===== config.mk =====
export PLATFORM = sky130hd
export DESIGN_NAME = button_debounce_hold_repeat_unit
export DESIGN_NICKNAME = d
export VERILOG_FILES = /design/src/hdl/bdhr_pkg.sv /design/src/hdl/button_debounce_hold_repeat_unit.sv
export SDC_FILE = /design/constraint.sdc
export NUM_CORES = 1
export LEC_CHECK = 0
export BUFFER_PORTS_ARGS = -buffer_cell sky130_fd_sc_hd__buf_2
export CORE_UTILIZATION = 56
export DETAILED_ROUTE_END_ITERATION = 7
export PLACE_DENSITY_LB_ADDON = 0.25
export SKIP_LAST_GASP = 1
export SYNTH_ARGS = -nofsm -noshare
export SYNTH_HDL_FRONTEND = slang
export SYNTH_SLANG_ARGS = --single-unit
export TNS_END_PERCENT = 5

===== constraint.sdc =====
create_clock -name clk_i -period 4.2 [get_ports clk_i]
set_input_delay 0.21 -clock clk_i [delete_from_list [all_inputs] [get_ports clk_i]]
set_output_delay 0.21 -clock clk_i [all_outputs]
set_load 0.01 [all_outputs]

===== src/hdl/bdhr_pkg.sv =====
package bdhr_pkg;

  // Configuration register indexes
  localparam int unsigned CfgIdxW = 3;

  typedef enum logic [CfgIdxW-1:0] {
    REG_DEBOUNCE_MS        = 3'd0,
    REG_HOLD_SINGLE_MS     = 3'd1,
    REG_HOLD_REPEAT_MS     = 3'd2,
    REG_REPEAT_MS          = 3'd3,
    REG_HOLD_SINGLE_ENABLE = 3'd4,
    REG_HOLD_REPEAT_ENABLE = 3'd5
  } cfg_reg_e;

  localparam int unsigned TimeW  = 32;
  localparam int unsigned PeriodW = 16;
  localparam int unsigned InDataW  = 40;  // level + now_ms, padded to bytes
  localparam int unsigned OutDataW = 8;   // four event flags, padded

  // Reset values of the configuration registers
  localparam logic [PeriodW-1:0] DebounceRst    = 16'd50;
  localparam logic [PeriodW-1:0] HoldSingleRst  = 16'd1000;
  localparam logic [PeriodW-1:0] HoldRepeatRst  = 16'd1000;
  localparam logic [PeriodW-1:0] RepeatRst      = 16'd200;

  typedef struct packed {
    logic repeat_ev;
    logic hold_ev;
    logic release_ev;
    logic press_ev;
  } events_t;

endpackage


===== src/hdl/button_debounce_hold_repeat_unit.sv =====
// Button debounce with long-press hold event and auto-repeat.
//
// Input stream (s_axis_*): one item per button sample, carrying the sampled
// level and the current millisecond time. Output stream (m_axis_*): exactly
// one item per input item, carrying four event flags (press, release, hold,
// repeat). Elapsed time is now_ms minus the stored stamp, 32-bit wrapping.
//
// The events of a sample are computed in the cycle it is accepted and appear
// in the output register on the next edge. Throughput is one item per cycle
// while the receiver takes results, set by the single state update per
// sample; the output register and the sample state update together, so a new
// sample is taken while the previous result is being handed over.
//
// When the receiver stalls, the pending result holds in the output register
// and s_axis_tready drops until it is taken; no debounce state changes meanwhile.
//
// Reset clears the debounce state and loads 50 ms debounce, 1000 ms hold,
// 1000 ms first repeat, 200 ms interval, hold and repeat enabled. A config
// write lands on any edge with cfg_we_i high; indexes past the list are ignored.
module button_debounce_hold_repeat_unit (
  input  logic                          clk_i,
  input  logic                          rst_ni,
  // configuration write port
  input  logic                          cfg_we_i,
  input  logic [bdhr_pkg::CfgIdxW-1:0]  cfg_idx_i,
  input  logic [bdhr_pkg::PeriodW-1:0]  cfg_wdata_i,
  // sample input
  input  logic                          s_axis_tvalid,
  output logic                          s_axis_tready,
  input  logic [bdhr_pkg::InDataW-1:0]  s_axis_tdata,  // [0] level, [32:1] now_ms, zeros
  // event output
  output logic                          m_axis_tvalid,
  input  logic                          m_axis_tready,
  output logic [bdhr_pkg::OutDataW-1:0] m_axis_tdata   // [0] press, [1] release,
                                                       // [2] hold, [3] repeat, zeros
);
  import bdhr_pkg::*;

  // configuration
  logic [PeriodW-1:0] debounce_q, hold_single_q, hold_repeat_q, repeat_q;
  logic               hold_single_en_q, hold_repeat_en_q;

  // debounce state
  logic             last_level_q, last_level_d;
  logic [TimeW-1:0] stamp_q, stamp_d;
  logic             press_done_q, press_done_d;
  logic             release_done_q, release_done_d;
  logic             hold_done_q, hold_done_d;

  // result register
  logic    out_valid_q;
  events_t events_q, events_d;

  logic             in_accept;
  logic             level;
  logic [TimeW-1:0] now_ms;
  logic [TimeW-1:0] elapsed;

  assign level         = s_axis_tdata[0];
  assign now_ms        = s_axis_tdata[TimeW:1];
  assign s_axis_tready = !out_valid_q || m_axis_tready;
  assign in_accept     = s_axis_tvalid && s_axis_tready;
  assign elapsed       = now_ms - stamp_q;

  always_ff @(posedge clk_i or negedge rst_ni) begin
    if (!rst_ni) begin
      debounce_q       <= DebounceRst;
      hold_single_q    <= HoldSingleRst;
      hold_repeat_q    <= HoldRepeatRst;
      repeat_q         <= RepeatRst;
      hold_single_en_q <= 1'b1;
      hold_repeat_en_q <= 1'b1;
    end else if (cfg_we_i) begin
      case (cfg_idx_i)
        REG_DEBOUNCE_MS:        debounce_q       <= cfg_wdata_i;
        REG_HOLD_SINGLE_MS:     hold_single_q    <= cfg_wdata_i;
        REG_HOLD_REPEAT_MS:     hold_repeat_q    <= cfg_wdata_i;
        REG_REPEAT_MS:          repeat_q         <= cfg_wdata_i;
        REG_HOLD_SINGLE_ENABLE: hold_single_en_q <= cfg_wdata_i[0];
        REG_HOLD_REPEAT_ENABLE: hold_repeat_en_q <= cfg_wdata_i[0];
        default: ;
      endcase
    end
  end

  // Per-sample event logic. Hold and repeat see the press mark as updated
  // by this same sample, so press, hold and repeat may fire together.
  always_comb begin
    last_level_d   = level;
    stamp_d        = stamp_q;
    press_done_d   = press_done_q;
    release_done_d = release_done_q;
    hold_done_d    = hold_done_q;
    events_d       = '0;
    if (level != last_level_q) begin
      // level change: restart stable time, no events
      stamp_d        = now_ms;
      press_done_d   = 1'b0;
      release_done_d = 1'b0;
      hold_done_d    = 1'b0;
    end else begin
      if (elapsed > {{(TimeW-PeriodW){1'b0}}, debounce_q}) begin
        if (level) begin
          if (!press_done_q) begin
            press_done_d      = 1'b1;
            events_d.press_ev = 1'b1;
          end
        end else begin
          if (!release_done_q) begin
            release_done_d      = 1'b1;
            events_d.release_ev = 1'b1;
          end
        end
      end
      if (hold_single_en_q && press_done_d && !hold_done_q &&
          elapsed > {{(TimeW-PeriodW){1'b0}}, hold_single_q}) begin
        hold_done_d      = 1'b1;
        events_d.hold_ev = 1'b1;
      end
      if (hold_repeat_en_q && press_done_d &&
          elapsed > {{(TimeW-PeriodW){1'b0}}, hold_repeat_q}) begin
        // stamp may move past now when repeat exceeds first-repeat time
        stamp_d = now_ms - {{(TimeW-PeriodW){1'b0}}, hold_repeat_q}
                         + {{(TimeW-PeriodW){1'b0}}, repeat_q};
        events_d.repeat_ev = 1'b1;
      end
    end
  end

  always_ff @(posedge clk_i or negedge rst_ni) begin
    if (!rst_ni) begin
      last_level_q   <= 1'b0;
      stamp_q        <= '0;
      press_done_q   <= 1'b0;
      release_done_q <= 1'b0;
      hold_done_q    <= 1'b0;
    end else if (in_accept) begin
      last_level_q   <= last_level_d;
      stamp_q        <= stamp_d;
      press_done_q   <= press_done_d;
      release_done_q <= release_done_d;
      hold_done_q    <= hold_done_d;
    end
  end

  always_ff @(posedge clk_i or negedge rst_ni) begin
    if (!rst_ni) begin
      out_valid_q <= 1'b0;
    end else if (in_accept) begin
      out_valid_q <= 1'b1;
    end else if (m_axis_tready) begin
      out_valid_q <= 1'b0;
    end
  end

  always_ff @(posedge clk_i) begin
    if (in_accept) begin
      events_q <= events_d;
    end
  end

  assign m_axis_tvalid = out_valid_q;
  assign m_axis_tdata  = {{(OutDataW-4){1'b0}}, events_q};

  // Assertions
  a_press_xor_release: assert property (@(posedge clk_i) disable iff (!rst_ni)
    m_axis_tvalid |-> !(events_q.press_ev && events_q.release_ev))
    else $error("press and release on one item");

  a_hold_needs_press: assert property (@(posedge clk_i) disable iff (!rst_ni)
    (m_axis_tvalid && (events_q.hold_ev || events_q.repeat_ev)) |-> press_done_q)
    else $error("hold or repeat without recognized press");

  a_release_alone: assert property (@(posedge clk_i) disable iff (!rst_ni)
    (m_axis_tvalid && events_q.release_ev) |->
      (!events_q.hold_ev && !events_q.repeat_ev))
    else $error("release together with hold or repeat");

  a_change_no_events: assert property (@(posedge clk_i) disable iff (!rst_ni)
    (in_accept && (level != last_level_q)) |=> (events_q == '0))
    else $error("events on a level change");

  a_ready_when_empty: assert property (@(posedge clk_i) disable iff (!rst_ni)
    !out_valid_q |-> s_axis_tready)
    else $error("input stalled with empty output register");

endmodule

==> results.json <==
{
  "status": "complete, but fails checks",
  "violations": "negative setup slack",
  "p_per_area_mw_per_mm2": 751,
  "antenna_cells": 0,
  "rr_endpoint": "stamp_q[21]$_DFFE_PN0P_",
  "cts.sinks": 107,
  "hp-start": "s_axis_tvalid",
  "finalSetupViolations": 34,
  "worst-path-buf-inv": 2,
  "routed_wl_um": 24400,
  "critPathTopFamily": "compound AO/OA/AOI/OAI gates",
  "grt_max_degree": 69,
  "irDropWorstVdd_mv": 0.424,
  "clock_latency_ns": 0.36,
  "cp-end-kind": "flip-flop",
  "path_cells": "inv_2, ha_4, a2111o_1, o21ai_2, nor2b_1, o21ai_1, nand2b_1, a21o_1, a21oi_2, xnor2_2, ha_1, and4_1, a221o_1, a221oi_2, o211ai_1, nand3_2, a221oi_4, nand4b_1, o211ai_4, buf_12, mux2_4",
  "h-tree-depth": 3,
  "maxCapViolCount": 0,
  "io_pins": 74,
  "dp_hpwl_um": 19500,
  "power.leakage_nw": 5.66,
  "maxSlewHeadroom_pct": 27.5,
  "worstPathArrival_ns": 4.78,
  "async_flop_share_pct": 96.3,
  "ant_nets": 0,
  "timing.rr.start": "stamp_q[6]$_DFFE_PN0P_",
  "max_slew.worst_pin.slew_ns": 1.08,
  "critical-path-max-stage-delay_ns": 0.45,
  "syn_to_final_growth_pct": 15.7,
  "setup_ws_ns": -0.332,
  "vias": 8492,
  "yosysWarningCount": 0,
  "rsz0062_at_grt": "yes",
  "crit_start": "stamp_q[6]$_DFFE_PN0P_",
  "synth_edf_count": 4,
  "clkTransAtPathRegs_ns": 0.08,
  "path_class": "flip-flop to flip-flop",
  "finalNetCount": 1441,
  "tritoncts": "yes",
  "root_buffer": "clkbuf_16",
  "r2r_cells": 21,
  "drv_slew": 0,
  "min_period_ns": 4.53,
  "clock_path_buffers": 2,
  "cp-start-kind": "flip-flop",
  "hold_violations": 0,
  "cp_slowest_cell": "a2111o_1",
  "gp_congestion": 0.906,
  "grt_use_total_pct": 28.7,
  "drtIter0Drc": 428,
  "via_per_inst": 5.77,
  "finalCritPeriodShare_pct": 108,
  "drc": 0,
  "grt_pass1_wl_um": 40700,
  "die_area_mm2": 0.0179,
  "hold_class": "primary input to flip-flop",
  "start_util_pct": 57.9,
  "layout-drive-gt1-share_pct": 21.0,
  "holdPathEnd": "m_axis_tvalid$_DFFE_PN0P_",
  "antenna_found_initial": 0,
  "yosysUniqueCellTypes": 69,
  "avgSynthCellArea_um2": 8.65,
  "grt_pass1_vias": 8469,
  "fillers": 1430,
  "final_common_cell": "inv_1",
  "synth_ff_type": "dfrtp_1",
  "design_area_mm2": 0.0112,
  "most-common-layout-cells": "inv_1 (169), ha_1 (110), nand2_1 (104)",
  "fin_skew_ns": 0.00759,
  "port_buffers": 62,
  "cp.required_ns": 4.45,
  "synth_seq_cells": 107,
  "firstDrtPassIters": 5,
  "die_x_um": 134,
  "synth_cells": 1122,
  "rows": 47,
  "place_area_mm2": 0.0109,
  "p_total_mw": 8.43,
  "gr-total-overflow": 0,
  "cts_buffers": 9,
  "ys_seq_area_share_pct": 28.1,
  "r2r_slack_ns": -0.33,
  "core_mm2": 0.0168,
  "die_y_um": 134,
  "fmax_mhz": 221,
  "cp_max_fo": 16,
  "whs_ns": 0.0565,
  "routedWlPerCell_um": 16.5,
  "syn_area_mm2": 0.00970,
  "hold_depth": 2
}
## repair_timing
action,in CTS,in global routing
resized for setup,3,6
endpoints found under the setup margin,34,39
buffers inserted,0,3
pin swaps,1,5
hold buffers,1,0
hold endpoints to repair,47,0
## layer usage
layer | wire, um | up-vias | GRT usage [%]
met5 | 0 | - | 0
met4 | 862 | 0 | 11.5
met3 | 1230 | 64 | 5.06
met2 | 11600 | 253 | 48.5
met1 | 10600 | 4017 | 36.3
li1 | - | 4158 | -
## worst register-to-register path, delay by kind of cell (launching register included)
kind / cells / cell delay [ns]
buffers and inverters: 2 / 0.27
flip-flops: 1 / 0.40
AND/OR/NAND/NOR: 5 / 0.64
XOR/XNOR: 1 / 0.17
adder cells (fa/ha/maj): 2 / 0.49
AO/OA/AOI/OAI: 10 / 2.14
multiplexers: 1 / 0.32
## per-stage QoR
step	setup slack, ns	instances	utilization [%]	TNS, ns
finish	-0.332	1473	67.0	-8.65
global route	-0.555	1473	67.0	-16.75
CTS	-0.309	1470	66.7	-7.67
detailed placement	-0.379	1453	64.8	-9.90
global placement	-0.246	1453	64.8	-5.76
floorplan	0.0189	1125	-	0
## flip-flops by register name, indices dropped and copies added (netlist names), 4 cells and up
register and flops:
stamp_q 32, hold_repeat_q 16, repeat_q 16, hold_single_q 16
debounce_q 16, m_axis_tdata 4
## worst max-delay path by stage
| stage | endpoint | slack, ns | cells after the start |
|---|---|---|---|
| global route | stamp_q[21]$_DFFE_PN0P_ | -0.55 | 22 |
| global placement | stamp_q[18]$_DFFE_PN0P_ | -0.25 | 22 |
| detailed placement | stamp_q[21]$_DFFE_PN0P_ | -0.38 | 20 |
| floorplan | stamp_q[10]$_DFFE_PN0P_ | 0.02 | 20 |
| finish | stamp_q[21]$_DFFE_PN0P_ | -0.33 | 21 |
| CTS | stamp_q[21]$_DFFE_PN0P_ | -0.31 | 20 |
## area by class of cell
cell class                 count  area, um^2  area share, %
sequential                   107        2720           24.3
clock inverter                 5        40.0          0.357
timing repair buffer         148         986           8.78
tap                          220         275           2.45
inverter                     170         638           5.69
multi-input combinational    812        6310           56.2
clock buffer                  11         253           2.25
## synth_stat cells (6+ instances only)
cell type | count | area [um^2]
a21oi_1 | 71 | 355
nand2_1 | 104 | 390
a211o_1 | 7 | 61.3
nor4_1 | 7 | 43.8
nand3_1 | 18 | 90.1
clkbuf_1 | 28 | 105
mux2i_1 | 16 | 160
xor2_1 | 18 | 158
o31ai_1 | 12 | 90.1
a31oi_1 | 10 | 62.6
nor2_1 | 42 | 158
ha_1 | 112 | 1400
and2_1 | 10 | 62.6
fa_1 | 17 | 340
dfrtp_1 | 83 | 2080
nor3_1 | 13 | 65.1
nor2b_1 | 8 | 50.1
xnor2_1 | 27 | 236
a211oi_1 | 8 | 60.1
inv_1 | 170 | 638
o21a_1 | 14 | 105
dfstp_2 | 20 | 526
nand4_1 | 17 | 106
mux2_4 | 18 | 270
a21o_1 | 41 | 308
mux2_2 | 25 | 282
o211ai_1 | 6 | 45.0
nand2b_1 | 13 | 81.3
o21ai_0 | 91 | 455
## where the power goes
group | leakage [nW] | internal [mW] | switching (mW)
logic | 4.26 | 2.81 | 3.22
registers | 1.25 | 1.37 | 0.166
clock network | 0.149 | 0.444 | 0.416
total | 5.66 | 4.63 | 3.80
## kinds of logic after synthesis
logic type,share of synthesized area [%]
AOI/OAI and AO/OA,20.0
and+or+nand+nor,14.2
buffers and inverters,8.29
adders and majority gates,18.0
DFF,28.1
muxes,7.34
xor gates and xnor gates,4.06
other,0.0387
No activity file was read; power rests on OpenSTA's default activity.
